`src/rtl/bps_pkg.sv`:
```
// ----------------------------------------------------------------------------
// bps_pkg
// Shared types, constants and the beep pattern table of the buzzer pattern
// sequencer.
// ----------------------------------------------------------------------------
package bps_pkg;

  localparam int MAX_STEPS_DEF     = 10;
  localparam int PATTERN_COUNT_DEF = 14;

  localparam int ELAPSED_W = 10;
  localparam int STEP_W    = 11;
  localparam int PAT_W     = 4;
  localparam int IDX_W     = 4;

  typedef logic signed [STEP_W-1:0] step_t;

  typedef enum logic [1:0] {
    MODE_TICK       = 2'd0,
    MODE_START      = 2'd1,
    MODE_START_IDLE = 2'd2,
    MODE_STOP       = 2'd3
  } mode_e;

  typedef struct packed {
    mode_e             mode;
    logic [PAT_W-1:0]  pattern_id;
  } in_beat_t;

  typedef struct packed {
    logic              tone_on;
    logic              playing;
    logic [PAT_W-1:0]  active_pattern;
    logic              finished;
  } out_beat_t;

  typedef struct packed {
    logic                 busy;
    logic [PAT_W-1:0]     cur_pattern;
    logic [IDX_W-1:0]     step_index;
    logic [ELAPSED_W-1:0] elapsed_ms;
    logic                 tone;
    step_t                cur_step;
  } play_state_t;

  // signed millisecond steps, positive tone on, negative silence, zero ends
  function automatic step_t beep_value(input logic [PAT_W-1:0] pat,
                                       input logic [IDX_W-1:0] idx);
    step_t row [8];
    row = '{default: '0};
    unique case (pat)
      4'd1: row = '{11'sd150, -11'sd100, 11'sd150, '0, '0, '0, '0, '0};
      4'd2: row = '{11'sd100, -11'sd80, 11'sd100, -11'sd80, 11'sd100, '0, '0, '0};
      4'd3: row = '{11'sd800, '0, '0, '0, '0, '0, '0, '0};
      4'd4: row = '{11'sd100, -11'sd100, 11'sd100, -11'sd100, 11'sd100, '0, '0, '0};
      4'd5: row = '{11'sd400, -11'sd400, 11'sd400, '0, '0, '0, '0, '0};
      4'd6: row = '{11'sd400, -11'sd400, 11'sd400, -11'sd400, 11'sd400, '0, '0, '0};
      4'd7: row = '{11'sd400, -11'sd400, 11'sd400, -11'sd400, 11'sd400, -11'sd300,
                    11'sd200, '0};
      4'd8: row = '{11'sd100, '0, '0, '0, '0, '0, '0, '0};
      4'd9: row = '{11'sd400, -11'sd400, 11'sd400, '0, '0, '0, '0, '0};
      4'd10: row = '{11'sd200, '0, '0, '0, '0, '0, '0, '0};
      4'd11: row = '{11'sd800, '0, '0, '0, '0, '0, '0, '0};
      4'd12: row = '{11'sd800, '0, '0, '0, '0, '0, '0, '0};
      4'd13: row = '{11'sd20, -11'sd30, '0, '0, '0, '0, '0, '0};
      default: row = '{default: '0};
    endcase
    return idx[IDX_W-1] ? step_t'(0) : row[idx[IDX_W-2:0]];
  endfunction

endpackage

```
`src/rtl/buzzer_pattern_sequencer.sv`:
```
// ----------------------------------------------------------------------------
// buzzer_pattern_sequencer
// Plays fixed on/off beep patterns from a built-in table, driven by tick,
// start, start-if-idle and stop beats.
// ----------------------------------------------------------------------------
// Takes one beat per cycle while the output is not stalled and returns one
// result beat per input beat, registered first in the input stage and then in
// the output register. The pattern table is a registered-read ROM: it is
// addressed from the committed playback state of the cycle, so the entry for
// the following step and the first entry of the requested pattern are ready
// when the next beat is evaluated. Starting pattern zero or one outside the
// table stops playback without the finished flag.
module buzzer_pattern_sequencer
  import bps_pkg::*;
#(
  parameter int MAX_STEPS     = MAX_STEPS_DEF,
  parameter int PATTERN_COUNT = PATTERN_COUNT_DEF
) (
  input  logic      clk_i,
  input  logic      rst_ni,
  input  logic      in_valid_i,
  output logic      in_stall_o,
  input  in_beat_t  in_beat_i,
  output logic      out_valid_o,
  input  logic      out_stall_i,
  output out_beat_t out_beat_o
);

  localparam logic [ELAPSED_W-1:0] ElapsedMax = '1;

  logic        s1_valid_q, s1_valid_d;
  in_beat_t    s1_q;
  logic        out_valid_q, out_valid_d;
  out_beat_t   out_q, res;
  play_state_t st_q, st_d, st_new;
  step_t       rom_start_q, rom_next_q;

  logic                 advance, commit, load, fin;
  logic [PAT_W-1:0]     id_nx;
  logic [STEP_W-1:0]    mag;
  logic [ELAPSED_W-1:0] el_inc;
  logic [IDX_W:0]       step_n;

  assign advance    = !out_valid_q || !out_stall_i;
  assign commit     = s1_valid_q && advance;
  assign in_stall_o = s1_valid_q && !advance;
  assign load       = in_valid_i && !in_stall_o;

  assign s1_valid_d  = load ? 1'b1 : (commit ? 1'b0 : s1_valid_q);
  assign out_valid_d = commit ? 1'b1 : (out_stall_i ? out_valid_q : 1'b0);

  assign mag    = st_q.cur_step[STEP_W-1] ? $unsigned(-st_q.cur_step)
                                          : $unsigned(st_q.cur_step);
  assign el_inc = (st_q.elapsed_ms == ElapsedMax) ? st_q.elapsed_ms
                                                  : st_q.elapsed_ms + 1'b1;
  assign step_n = {1'b0, st_q.step_index} + {{IDX_W{1'b0}}, 1'b1};

  always_comb begin
    st_new = st_q;
    fin    = 1'b0;
    case (s1_q.mode) inside
      MODE_TICK: begin
        if (st_q.busy) begin
          if ({{(STEP_W-ELAPSED_W){1'b0}}, el_inc} >= mag) begin
            st_new.elapsed_ms = '0;
            st_new.step_index = step_n[IDX_W-1:0];
            if (step_n >= (IDX_W+1)'(MAX_STEPS) || rom_next_q == '0) begin
              st_new.tone        = 1'b0;
              st_new.busy        = 1'b0;
              st_new.cur_pattern = '0;
              fin                = 1'b1;
            end else begin
              st_new.tone     = !rom_next_q[STEP_W-1];
              st_new.cur_step = rom_next_q;
            end
          end else begin
            st_new.elapsed_ms = el_inc;
          end
        end
      end
      MODE_START, MODE_START_IDLE: begin
        if (s1_q.mode == MODE_START || !st_q.busy) begin
          if (s1_q.pattern_id == '0 ||
              {1'b0, s1_q.pattern_id} >= (PAT_W+1)'(PATTERN_COUNT)) begin
            st_new.tone        = 1'b0;
            st_new.busy        = 1'b0;
            st_new.cur_pattern = '0;
          end else begin
            st_new.cur_pattern = s1_q.pattern_id;
            st_new.step_index  = '0;
            st_new.elapsed_ms  = '0;
            if (rom_start_q == '0) begin
              st_new.tone        = 1'b0;
              st_new.busy        = 1'b0;
              st_new.cur_pattern = '0;
              fin                = 1'b1;
            end else begin
              st_new.busy     = 1'b1;
              st_new.tone     = !rom_start_q[STEP_W-1];
              st_new.cur_step = rom_start_q;
            end
          end
        end
      end
      default: begin
        st_new.tone        = 1'b0;
        st_new.busy        = 1'b0;
        st_new.cur_pattern = '0;
      end
    endcase
  end

  assign st_d = commit ? st_new : st_q;

  always_comb begin
    res.tone_on        = st_new.tone;
    res.playing        = st_new.busy;
    res.active_pattern = st_new.cur_pattern;
    res.finished       = fin;
  end

  assign id_nx = load ? in_beat_i.pattern_id : s1_q.pattern_id;

  // pattern rom, registered read at the state seen by the next beat
  always_ff @(posedge clk_i) begin
    rom_start_q <= beep_value(id_nx, '0);
    rom_next_q  <= beep_value(st_d.cur_pattern, st_d.step_index + 1'b1);
  end

  always_ff @(posedge clk_i or negedge rst_ni) begin
    if (!rst_ni) begin
      s1_valid_q  <= 1'b0;
      out_valid_q <= 1'b0;
      st_q        <= '0;
    end else begin
      s1_valid_q  <= s1_valid_d;
      out_valid_q <= out_valid_d;
      st_q        <= st_d;
    end
  end

  always_ff @(posedge clk_i) begin
    if (load) begin
      s1_q <= in_beat_i;
    end
    if (commit) begin
      out_q <= res;
    end
  end

  assign out_valid_o = out_valid_q;
  assign out_beat_o  = out_q;

endmodule
```
`config.mk`:
```
export PLATFORM = sky130hd
export DESIGN_NAME = buzzer_pattern_sequencer
export DESIGN_NICKNAME = d
export VERILOG_FILES = /design/src/rtl/bps_pkg.sv /design/src/rtl/buzzer_pattern_sequencer.sv
export SDC_FILE = /design/constraint.sdc
export NUM_CORES = 1
export LEC_CHECK = 0
export ABC_AREA = 1
export BUFFER_PORTS_ARGS = -buffer_cell sky130_fd_sc_hd__buf_2
export CAP_MARGIN = 0
export CORE_ASPECT_RATIO = 1.2
export CORE_MARGIN = 8
export CORE_UTILIZATION = 35
export DETAILED_ROUTE_END_ITERATION = 10
export MAX_ROUTING_LAYER = met4
export SYNTH_ARGS = -nofsm -noshare
export SYNTH_HDL_FRONTEND = slang
export SYNTH_SLANG_ARGS = --single-unit
export TNS_END_PERCENT = 30
```
`constraint.sdc`:
```
create_clock -name clk_i -period 4.4 [get_ports clk_i]
set_clock_uncertainty 0.15 [all_clocks]
set_input_delay 0.44 -clock clk_i [delete_from_list [all_inputs] [get_ports clk_i]]
set_output_delay 0.44 -clock clk_i [all_outputs]
set_load 0.02 [all_outputs]
```
-- Word level (Yosys, flattened, before mapping)
Memories as Yosys holds them, arrays and structs flattened. A register that Yosys moved wholly into a read port is not among the register bits.
Index checks and enable logic that the tools add are counted.
Widths: inputs -> output; s select.
- equal/unequal tests: 9
- order comparisons: 4
- reduce and logical (&&, ||, !) cells: 24
- muxes and demuxes: 43
- add/subtract/negate cells: 4
- div/mod/pow operators: 0
- multiply operators: 0
- bitwise gates (word level): 1
- shifts and indexed selects: 0
- operators by type and width (cell ; count):
    $mux 11 ; 8
    $mux 31 ; 2
    $mux 14 ; 3
    $bmux 11 s3 ; 1
    $mux 30 ; 1
    $logic_not 11->1 ; 2
    $mux 10 ; 2
    $mux 5 ; 4
    $mux 1 ; 18
    $mux 12 ; 1
    $ge 10x11->1 ; 1
    $neg 11->11 ; 1
    $add 10x1->10 const B ; 1
    $eq 10x10->1 const B ; 1
    $mux 9 ; 1
    $ge 4x4->1 const B ; 2
    $mux 4 ; 2
    $ne 2x2->1 const B ; 4
    $reduce_and 8->1 ; 1
    $logic_not 1->1 ; 7
    $reduce_bool 2->1 ; 3
    $add 4x1->5 const B ; 1
    $ge 5x4->1 const B ; 1
    $reduce_and 5->1 ; 1
    10 further kinds ; 16
- memories kept: 2
- latch bits: 0
- output and inout bits: 9
- register bits after elaboration: 68
- memory bits (writable): 0
- bits in read-only memories: 1600
- memories (name ; words ; bits a word ; read ports ; clocked after Yosys merged registers in ; write ports ; line ; text):
    (no name shown) ; 16 ; 50 ; 1 ; 1 ; 0 ; bps_pkg.sv:51 ; unique case (pat)
    (no name shown) ; 16 ; 50 ; 1 ; 0 ; 0 ; bps_pkg.sv:51 ;

-- Logic depth before layout (Yosys ltp)
Gate-level depths: netlist (run 1).
- depth in word-level cells: 13
- gate-level depth with buffers: 34
- gate-level depth less buffers: 34

-- Least setup slack after synthesis (run 1)
Ideal clock, no wire load.
- kind: register to register
- start point: register st_q[12] (netlist bit)
- end point: register rom_next_q[7]
- arrival: 3.679 ns
- stages on the path, launching flop included: 32
- setup slack: 0.454 ns
- cells stage by stage: dfrtp_1 > ha_1 > inv_1 > nor2_4 > nand3_4 > inv_1 > nor3_1 > nand4_1 > xor2_1 > inv_1 > ha_1 > nand2_1 > nor2_1 > nand2_1 > nor2_1 > nand3_2 > nand3_4 > nand2_2 > nand2_1 > nand2_1 > nand2_2 > inv_4 > ha_1 > clkinv_1 > nand2_2 > inv_2 > nand2_1 > nor3_2 > nand2_1 > nand2_1 > nor2_1 > nand2_1
- RTL lines (item ; line ; text):
    start: declaration ; buzzer_pattern_sequencer.sv:35 ; play_state_t st_q, st_d, st_new;
    start signal: assignment ; buzzer_pattern_sequencer.sv:138 ; st_q <= st_d;
    end signal: assignment ; buzzer_pattern_sequencer.sv:127 ; rom_next_q <= beep_value(st_d.cur_pattern, st_d.step_index + 1'b1);
    end: declaration ; buzzer_pattern_sequencer.sv:36 ; step_t rom_start_q, rom_next_q;

==> flow_summary.yaml, run 1 <==
status:
  status: "finished clean"
grt:
  grt_pass1_wl_um: 18290
  track_usage: 0.1380
  grt_max_degree: 33
  antenna_found_initial: 0
  grt_pass1_vias: 3925
  overflow: 0
clocking:
  cts_tree: "yes"
  htree_levels: 3
  hold_buffers: 0
  clkSlewWorstSetupHoldPaths_ps: 60
  cts_buffers: 9
  cts_root_buf: "clkbuf_16"
  clock_sinks: 64
  clk_latency_ps: 340
  clk_path_buf_depth: 2
job:
  max-cap-violations: 0
yosys:
  synth_top_family_by_area: "simple AND/OR/NAND/NOR gates"
  syn-instance-count: 620
  async_flop_share: 0.5000
  synth_common_cells: "179 x nand2_1, 78 x inv_1, 59 x nand3_1"
  synth_top_area_frac: 0.1769
  synth_edf_count: 13
  ys_top_cells_by_area: "dfrtp_1 18%, nand2_1 15%, edfxtp_1 8.6%, dfxtp_1 8.4%, ha_1 8.3%"
  ys_seq_elements: 64
  avgSynthCellArea_um2: 7.301
  synth-seq-area-share: 0.3472
  muxShareOfSynthArea: 0
  synth-xor-area-share: 0.02902
  yosysWarnings: 0
  ys.flop_type: "dfrtp_1"
  synth-compound-area-share: 0.1095
  mappedNetlistNets: 660
  syn_area_um2: 4527
  synth_fa_ha_area_frac: 0.08292
  yosysMostFrequentCell: "nand2_1"
  synth-simple-area-share: 0.3463
  yosysUniqueCellTypes: 44
  yosysTopAreaCell: "dfrtp_1"
min_path:
  hp-class: "in -> async"
critical_path:
  worstSetupStartpointType: "register"
  slowest_delay_ps: 410
  r2r_slack_ps: 270
  ff2ff_path_depth: 30
  worst-endpoint-arrival_ps: 4240
  cp_slowest_cell: "dfrtp_1"
  critPathMaxFanout: 6
  r2r_end: "rom_next_q[6]$_SDFF_PP0_"
  critPathRequiredTime_ps: 4510
  critical_path_class: "reg -> reg"
  reg2reg_from: "st_q[13]$_DFFE_PN0P_"
  end_kind: "register"
power_and_ir_drop:
  vdd_drop_max_v: 0.0002382
  cellPowerDensity_nw_per_um2: 526.5
  p_total_uw: 2762
  p_leak_uw: 0.002637
drt:
  routed_via_density: 4.987
  drtIter0Drc: 288
  firstDrtPassIters: 6
  wirelength_um: 11230
  final_antenna_net_count: 0
  wl_per_cell_um: 13.68
  vias: 4094
  drcViolationCount: 0
floorplanning:
  initial_core_util: 0.3573
  rows: 45
  coreArea_um2: 12670
  die_area_um2: 16840
  die_h_um: 140.6
  num_io_pins: 19
  die_w_um: 119.8
place:
  placed_cell_area_um2: 4803
  numPlacedInstances: 797
  hpwlAfterDp_um: 8557
  gp_congestion: 0.8901
  port-buffer-count: 18
finish:
  fin_cells: 821
  n_antenna_cell: 0
  drive_above_1_share: 0.1781
  nets: 692
  area_growth_pct: 15.89
  final_area_um2: 5246
sta:
  worstMarginPinSlew_ps: 808.2
  hold_viol: 0
  finalSetupViolCount: 0
  finalCritPeriodShare: 0.9386
  timing.fmax_mhz: 242.1
  drv_slew: 0
  period_needed_ps: 4130
  slew-limit-headroom: 0.4612
-- worst max-delay path by stage --
stage / from / endpoint / slack (ps) / depth (start not counted)
floorplan: st_q[12]$_DFFE_PN0P_ / rom_next_q[7]$_SDFF_PP0_ / 450 / 31
global placement: st_q[12]$_DFFE_PN0P_ / rom_next_q[7]$_SDFF_PP0_ / 200 / 31
detailed placement: st_q[12]$_DFFE_PN0P_ / rom_next_q[7]$_SDFF_PP0_ / 50 / 31
CTS: st_q[12]$_DFFE_PN0P_ / rom_next_q[7]$_SDFF_PP0_ / 20 / 29
global route: st_q[13]$_DFFE_PN0P_ / rom_next_q[9]$_SDFF_PP0_ / -80 / 30
finish: st_q[13]$_DFFE_PN0P_ / rom_next_q[6]$_SDFF_PP0_ / 270 / 30
-- through the flow --
stage,TNS (ps),util,worst slack [ps],hold WS (ps)
final,0,0.4141,270.0,39.36
after global routing,-465.3,0.4141,-82.31,98.70
after CTS,0,0.4026,19.86,66.06
after detailed placement,0,0.3792,46.08,343.8
after global placement,0,0.3792,201.4,323.1
after floorplan,0,-,454.3,-5.591
-- registers in the layout (all words and copies together), names as in the netlist --
| register | flops |
|---|---|
| out_valid_o | 1 |
| s1_valid_q | 1 |
| s1_q | 6 |
| rom_start_q | 9 |
| out_beat_o | 7 |
| st_q | 30 |
| rom_next_q | 10 |
-- cell families (layout without fill, tap and decap cells) --
kind of cell,Yosys count,after routing
DFF,64,64
xor gates and xnor gates,15,15
adders and majority gates,30,30
and+or+nand+nor,335,335
buffers and inverters,96,133
AOI/OAI and AO/OA,80,80
-- what timing repair did --
| item | 4_1_cts | 5_1_grt |
|---|---|---|
| endpoints found under the setup margin | 0 | 10 |
| setup buffers | 0 | 8 |
| resized for setup | 0 | 21 |
-- placed cells by master, fill, tap and decap left out, types with 3 or more instances in the layout --
| master | netlist | layout |
|---|---|---|
| ha_1 | 30 | 26 |
| nor4_1 | 3 | 3 |
| o21ai_0 | 26 | 26 |
| o22ai_1 | 4 | 4 |
| nand2_1 | 179 | 173 |
| xor2_1 | 11 | 11 |
| or2_2 | 4 | 4 |
| inv_1 | 78 | 76 |
| nand3_2 | 5 | 6 |
| a31oi_1 | 10 | 10 |
| inv_2 | 4 | 5 |
| edfxtp_1 | 13 | 13 |
| inv_6 | 0 | 3 |
| nor2_1 | 37 | 35 |
| o2111ai_1 | 5 | 5 |
| o21ai_2 | 2 | 3 |
| o21ai_1 | 7 | 6 |
| dfrtp_1 | 32 | 32 |
| nand3_4 | 3 | 3 |
| nor2_2 | 5 | 6 |
| nand2_2 | 19 | 23 |
| buf_4 | 2 | 14 |
| dfxtp_1 | 19 | 19 |
| nand4_1 | 6 | 6 |
| xnor2_1 | 4 | 4 |
| a21oi_1 | 8 | 8 |
| buf_2 | 0 | 18 |
| nand2_4 | 3 | 5 |
| nor2_4 | 4 | 5 |
| clkbuf_16 | 0 | 10 |
| a22oi_1 | 9 | 9 |
| nand3_1 | 59 | 58 |
| nor3_1 | 5 | 4 |
-- layout make-up --
| cell class | instances | area, µm² |
|---|---|---|
| inverters | 85 | 329.1 |
| fillers | 1322 | 7422 |
| flip-flops and latches | 64 | 1572 |
| repair buffers | 32 | 195.2 |
| clock buffers | 10 | 250.2 |
| well taps | 164 | 205.2 |
| multi-input cells | 460 | 2649 |
| clock inverters | 6 | 46.29 |
-- routing by layer --
layer / vias to the layer above / track usage / share of wire
met5: - / - / 0
met4: 0 / 0.06192 / 0.024
met3: 21 / 0.03036 / 0.035
met2: 108 / 0.2289 / 0.50
met1: 1875 / 0.1566 / 0.44
li1: 2090 / - / -
-- critical path, delay by kind of cell (launching register included) --
kind                       cells  cell delay, ps
adders and majority gates      3             770
xor gates and xnor gates       1             190
buffers and inverters          4             440
DFF                            1             410
AOI/OAI and AO/OA              3             280
and+or+nand+nor               19            1840
-- power by group --
| part | internal (µW) | switching [µW] | leakage (µW) |
|---|---|---|---|
| combinational | 417 | 808 | 0.00180 |
| sequential | 746 | 96.9 | 0.000692 |
| clock | 421 | 273 | 0.000149 |
Power figures use the tool's default switching activity.
==> run 2: changes to the inputs <==
- clock period: 4.4 -> 4.8 ns (I/O delays scaled with it)
==> run 2 against run 1 <==
Sequential power fell by 7.9%. Clock-buffer cell count fell by 1. Core utilization fell by 0.58 points. Hold slack improved by 44 ps. Fmax fell by 4.7%. Via count fell by 0.24%. Register-to-register slack improved by 200 ps. Worst setup slack improved by 200 ps. Flip-flop and latch count did not move. Non-clock buffer count fell by 8. Wire length rose by 0.37%. First-iteration DRC count fell by 8.3%. Highest routed layer unchanged.
==> flow_summary.yaml, run 2 (synthesized netlist as in run 1, its figures left out) <==
sta:
  hold_viol: 0
  finalSetupViolCount: 0
  finalCritPeriodShare: 0.9026
  slew-limit-headroom: 0.4654
  drv_slew: 0
  worstMarginPinSlew_ps: 802.0
  period_needed_ps: 4333
  timing.fmax_mhz: 230.8
  setup_ws_ps: 467.5
power_and_ir_drop:
  p_leak_uw: 0.002611
  p_sw_frac: 0.4048
  p_seq_frac: 0.300
  intPower_uw: 1540
  clkPwrFrac: 0.291
  p_switching_uw: 1047
  combPwrFrac: 0.409
  vdd_drop_max_v: 0.0002308
  cellPowerDensity_nw_per_um2: 500.1
finish:
  largest_register_ffs: 30
  reg.largest.list: "st_q x30, rom_next_q x10, rom_start_q x9"
  drive_above_1_share: 0.1433
  seq_area_um2: 1572
  fillers: 1331
  multi_input_area_um2: 2592
  final_common_cell: "nand2_1"
  layout_common_cells: "179 x nand2_1, 78 x inv_1, 59 x nand3_1"
  n_antenna_cell: 0
  fin_cells: 813
  nets: 684
  largest_register: "st_q"
  area_growth_pct: 14.26
critical_path:
  cp_top_family: "simple AND/OR/NAND/NOR gates"
  slowest_delay_ps: 420
  path_buf_inv: 6
  critical_path_class: "reg -> reg"
  critPathRequiredTime_ps: 4870
  worst-endpoint-arrival_ps: 4400
  worstSetupStartpointType: "register"
  cp_slowest_cell: "dfrtp_1"
  critPathMaxFanout: 10
  end_kind: "register"
  cp_common_cell: "nand2_1"
grt:
  track_usage: 0.1424
  antenna_found_initial: 0
  grt_max_degree: 33
  overflow: 0
  grt_pass1_wl_um: 18910
  grt_pass1_vias: 3975
place:
  gp_congestion: 0.8838
  port-buffer-count: 18
  hpwlAfterDp_um: 8761
  numPlacedInstances: 794
  dp_slack_ps: 351.3
clocking:
  clkSlewWorstSetupHoldPaths_ps: 60
  cts_tree: "yes"
  cts_root_buf: "clkbuf_16"
  clk_path_buf_depth: 2
  clock_sinks: 64
  htree_levels: 3
  cts_buffers: 9
  clk_latency_ps: 330
floorplanning:
  initial_core_util: 0.3573
  die_area_um2: 16840
  num_io_pins: 19
  die_w_um: 119.8
  rows: 45
  coreArea_um2: 12670
  die_h_um: 140.6
status:
  status: "finished clean"
drt:
  firstDrtPassIters: 5
  vias: 4084
  wirelength_um: 11270
  drtIter0Drc: 264
  drcViolationCount: 0
  final_antenna_net_count: 0
  routed_via_density: 5.023
  wl_per_cell_um: 13.87
min_path:
  hp-class: "in -> async"
job:
  max-cap-violations: 0
## run 2: changes by cell type in the layout (fill, tap and decap cells not counted), moves of 2 or more
cell       change
inv_6          -2
nor2_2         -2
nand2_1        +6
nor2_1         +2
ha_1           +3
inv_1          +2
ha_2           -2
buf_4          -8
nand2_4        -2
nand2_2        -4
bufinv_16      +3
## run 2: per-layer routing
layer  part of all wire  GRT usage
met5                  0          -
met4              0.034    0.08103
met3              0.030    0.02277
met2               0.49     0.2372
met1               0.45     0.1597
## run 2: repair_timing
item / CTS / global route
hold buffers: 0 / 0
endpoints found under the hold margin: 0 / 0
endpoints found under the setup margin: 0 / 9
resized for setup: 0 / 4
buffers inserted: 0 / 3
## run 2: power by group through the flow
| stage | Combinational, µW | Sequential [µW] | Clock, µW |
|---|---|---|---|
| 2_1_floorplan | 791 | 769 | 0 |
| 3_3_place_gp | 1010 | 783 | 0 |
| 3_5_place_dp | 1020 | 786 | 0 |
| 4_1_cts | 1020 | 776 | 768 |
| 5_1_grt | 1210 | 790 | 791 |
| 6_report | 1060 | 776 | 753 |
## run 2: worst reg2reg max path: cells and delay by family (launching register included)
family	cells	cell delay, ps
xor gates and xnor gates	1	180
DFF	1	420
and+or+nand+nor	19	1910
AOI/OAI and AO/OA	2	160
buffers and inverters	6	570
adders and majority gates	3	830
## run 2: worst paths after layout
path	from	to	slack (ps)	cells past startpoint
setup / recovery	st_q[12]$_DFFE_PN0P_	rom_next_q[7]$_SDFF_PP0_	470	31
hold / removal	rst_ni	st_q[16]$_DFFE_PN0P_	80	1
setup reg to reg	st_q[12]$_DFFE_PN0P_	rom_next_q[7]$_SDFF_PP0_	470	31
hold reg to reg	rom_next_q[9]$_SDFF_PP0_	st_q[9]$_DFFE_PN0P_	340	2
max in group asynchronous	rst_ni	st_q[24]$_DFF_PN0_	3900	1
min in group clk_i	in_beat_i[4]	s1_q[4]$_DFFE_PP_	170	1
## run 2: cell type report
| class | count | area share |
|---|---|---|
| multi-input cells | 460 | 0.5012 |
| flip-flops and latches | 64 | 0.3038 |
| inverters | 85 | 0.06289 |
| clock buffers | 9 | 0.04354 |
| well taps | 164 | 0.03967 |
| repair buffers | 24 | 0.02612 |
| clock inverters | 7 | 0.02274 |
## run 2: per-stage QoR
| step | area, µm² | util | total power [µW] | hold slack, ps | setup TNS, ps |
|---|---|---|---|---|---|
| final | 5172 | 0.4083 | 2587 | 83.49 | 0 |
| after global placement | 4781 | 0.3774 | 1795 | 320.6 | 0 |
| after CTS | 5124 | 0.4044 | 2568 | 118.9 | 0 |
| after floorplan | 4527 | - | 1560 | 34.41 | 0 |
| after detailed placement | 4781 | 0.3774 | 1802 | 334.7 | 0 |
| after global routing | 5172 | 0.4083 | 2786 | 141.3 | -27.11 |
==> run 3: changes to the inputs <==
- ABC_AREA: 1 -> not set
- BUFFER_PORTS_ARGS: -buffer_cell sky130_fd_sc_hd__buf_2 -> -buffer_cell sky130_fd_sc_hd__buf_4
==> run 3 against run 2 <==
Critical path depth shrank 12. Final area grew 0.29%. Sequential share of layout area shrank 0.088 points. Die area shrank 4.5%. Worst setup slack lost 190 ps. Area after synthesis shrank 5.1%. Via count shrank 5.8%. Wire length grew 0.96%. First-iteration DRC count shrank 6.4%. Synthesized cell count shrank 23%. Critical path type unchanged. Largest power group unchanged.
==> flow_summary.yaml, run 3 <==
status:
  status: "finished clean"
grt:
  grt_max_degree: 33
  grt_pass1_vias: 3687
  antenna_found_initial: 0
  overflow: 0
  track_usage: 0.1514
  grt_pass1_wl_um: 18530
critical_path:
  ff2ff_path_depth: 19
  r2r_end: "rom_next_q[8]$_SDFF_PP0_"
  reg2reg_from: "st_q[14]$_DFFE_PN0P_"
  critPathMaxFanout: 6
  path_buf_inv: 2
  end_kind: "register"
  slowest_delay_ps: 530
  cp_common_cell: "a31oi_1"
  crit_chain: "nand3_1 > nor2_2 > and3_1 > and3_2 > a21oi_2 > nand2_1 > xnor2_1 > ha_1 > a21oi_1 > a31oi_1 > o31a_2 > buf_4 > a31oi_1 > a21oi_4 > inv_1 > ha_4 > nand2b_1 > or4_1 > a221oi_2"
  critPathRequiredTime_ps: 4900
  worst-endpoint-arrival_ps: 4620
  worstSetupStartpointType: "register"
  r2r_slack_ps: 270
  cp_top_family: "compound AO/OA/AOI/OAI gates"
  cp_slowest_cell: "or4_1"
  critical_path_class: "reg -> reg"
floorplanning:
  num_io_pins: 19
  initial_core_util: 0.3564
  die_w_um: 117.1
  die_h_um: 137.4
  rows: 44
  coreArea_um2: 12060
  die_area_um2: 16090
yosys:
  yosysMostFrequentCell: "nand2_1"
  syn-instance-count: 480
  yosysUniqueCellTypes: 71
  synth-seq-area-share: 0.3658
  avgSynthCellArea_um2: 8.951
  ys.flop_type: "dfrtp_1"
  mappedNetlistNets: 520
  ys_top_cells_by_area: "dfrtp_1 19%, edfxtp_1 9.1%, dfxtp_1 8.9%, ha_1 8.7%, nand2_1 5.2%"
  syn_area_um2: 4297
  synth_edf_count: 13
  ys_seq_elements: 64
  synth_common_cells: "60 x nand2_1, 34 x o21ai_0, 32 x dfrtp_1"
  yosysWarnings: 0
  yosysTopAreaCell: "dfrtp_1"
  async_flop_share: 0.5000
  synth_top_area_frac: 0.1864
clocking:
  clk_path_buf_depth: 2
  clkSlewWorstSetupHoldPaths_ps: 60
  cts_tree: "yes"
  clock_sinks: 64
  cts_buffers: 9
  htree_levels: 3
  clk_latency_ps: 330
  cts_root_buf: "clkbuf_16"
min_path:
  whs_path_depth: 1
  min-delay-start: "in_beat_i[4]"
  hp-class: "in -> reg"
  hold_end: "s1_q[4]$_DFFE_PP_"
drt:
  wirelength_um: 11380
  firstDrtPassIters: 4
  drtIter0Drc: 247
  vias: 3849
  wl_per_cell_um: 16.42
  final_antenna_net_count: 0
  routed_via_density: 5.554
  drcViolationCount: 0
place:
  gp_congestion: 0.9328
  port-buffer-count: 18
  hpwlAfterDp_um: 8761
  numPlacedInstances: 676
  placed_cell_area_um2: 4828
finish:
  largest_register: "st_q"
  n_antenna_cell: 0
  fillers: 1151
  largest_register_ffs: 30
  multi_input_area_um2: 2629
  drive_above_1_share: 0.2030
  final_common_cell: "nand2_1"
  fin_cells: 693
  reg.largest.list: "st_q x30, rom_next_q x10, rom_start_q x9"
  layout_common_cells: "59 x nand2_1, 56 x buf_4, 33 x o21ai_0"
  nets: 567
  final_area_um2: 5187
  seq_area_um2: 1572
  area_growth_pct: 20.73
sta:
  period_needed_ps: 4527
  hold_viol: 0
  slew-limit-headroom: 0.4376
  finalSetupViolCount: 0
  drv_slew: 0
  finalCritPeriodShare: 0.9432
  rsz0062_at_grt: "yes"
  setup_tns_ps: 0
  timing.fmax_mhz: 220.9
  worstMarginPinSlew_ps: 820.2
power_and_ir_drop:
  cellPowerDensity_nw_per_um2: 459.5
  vdd_drop_max_v: 0.0001673
  p_leak_uw: 0.002170
job:
  max-cap-violations: 0
run 3: cell types whose count changed after synthesis, moves of 8 or more:
cell	before	now
a21oi_1	8	21
inv_1	78	19
nand2_1	179	60
nand2_2	19	1
nand2b_1	0	10
nand3_1	59	16
nor2b_1	0	8
o21ai_0	26	34
run 3: timing repair:
action,4_1_cts,5_1_grt
resized for setup,0,14
endpoints found under the setup margin,0,10
buffers inserted,0,0
hold buffers,1,0
endpoints found under the hold margin,32,0
run 3: final cells by class:
type	count	area share
Clock buffer	9	0.04342
Clock inverter	7	0.009165
Inverter	22	0.01592
Multi-Input combinational cell	373	0.5068
Sequential cell	64	0.3029
Tap cell	161	0.03883
Timing Repair Buffer	57	0.08297
run 3: stage by stage:
stage | util | setup slack (ps) | hold WS [ps] | power (µW)
final | 0.4303 | 272.8 | 172.7 | 2384
after CTS | 0.4239 | 61.85 | 162.9 | 2351
after detailed placement | 0.4005 | 97.16 | 300.3 | 1762
after floorplan | - | 35.37 | 34.41 | 1405
after global placement | 0.4005 | 144.9 | 292.3 | 1755
after global routing | 0.4303 | -34.90 | 157.3 | 2535
run 3: how the worst max path moves through the flow:
stage,startpoint,cells after the start,endpoint,slack (ps)
after global routing,st_q[14]$_DFFE_PN0P_,19,rom_next_q[8]$_SDFF_PP0_,-30
after CTS,st_q[15]$_DFFE_PN0P_,20,rom_next_q[4]$_SDFF_PP0_,60
final,st_q[14]$_DFFE_PN0P_,19,rom_next_q[8]$_SDFF_PP0_,270
after global placement,st_q[16]$_DFFE_PN0P_,21,rom_next_q[8]$_SDFF_PP0_,140
after floorplan,st_q[14]$_DFFE_PN0P_,23,rom_next_q[2]$_SDFF_PP0_,40
after detailed placement,st_q[15]$_DFFE_PN0P_,20,rom_next_q[4]$_SDFF_PP0_,100
run 3: where the power goes:
group          internal [µW]  switching, µW
clock network            348            236
registers                657           99.8
logic                    435            607
total                   1440            943
run 3: cells by family (layout without fill, tap and decap cells):
kind of cell,Yosys count,after routing,share of synthesized area
simple gates,167,167,0.2009
buf+inv,43,95,0.04019
compound gates,147,147,0.2417
xor+xnor,17,17,0.03465
flops,64,64,0.3658
mux,12,12,0.02941
fa+ha+maj,30,30,0.08736
run 3: layer usage:
| metal | global-route usage | wire (µm) | up-vias |
|---|---|---|---|
| met5 | - | 0 | - |
| met4 | 0.07912 | 515 | 0 |
| met3 | 0.02763 | 417 | 37 |
| met2 | 0.2563 | 5741 | 99 |
| met1 | 0.1657 | 4707 | 1840 |
| li1 | - | - | 1873 |
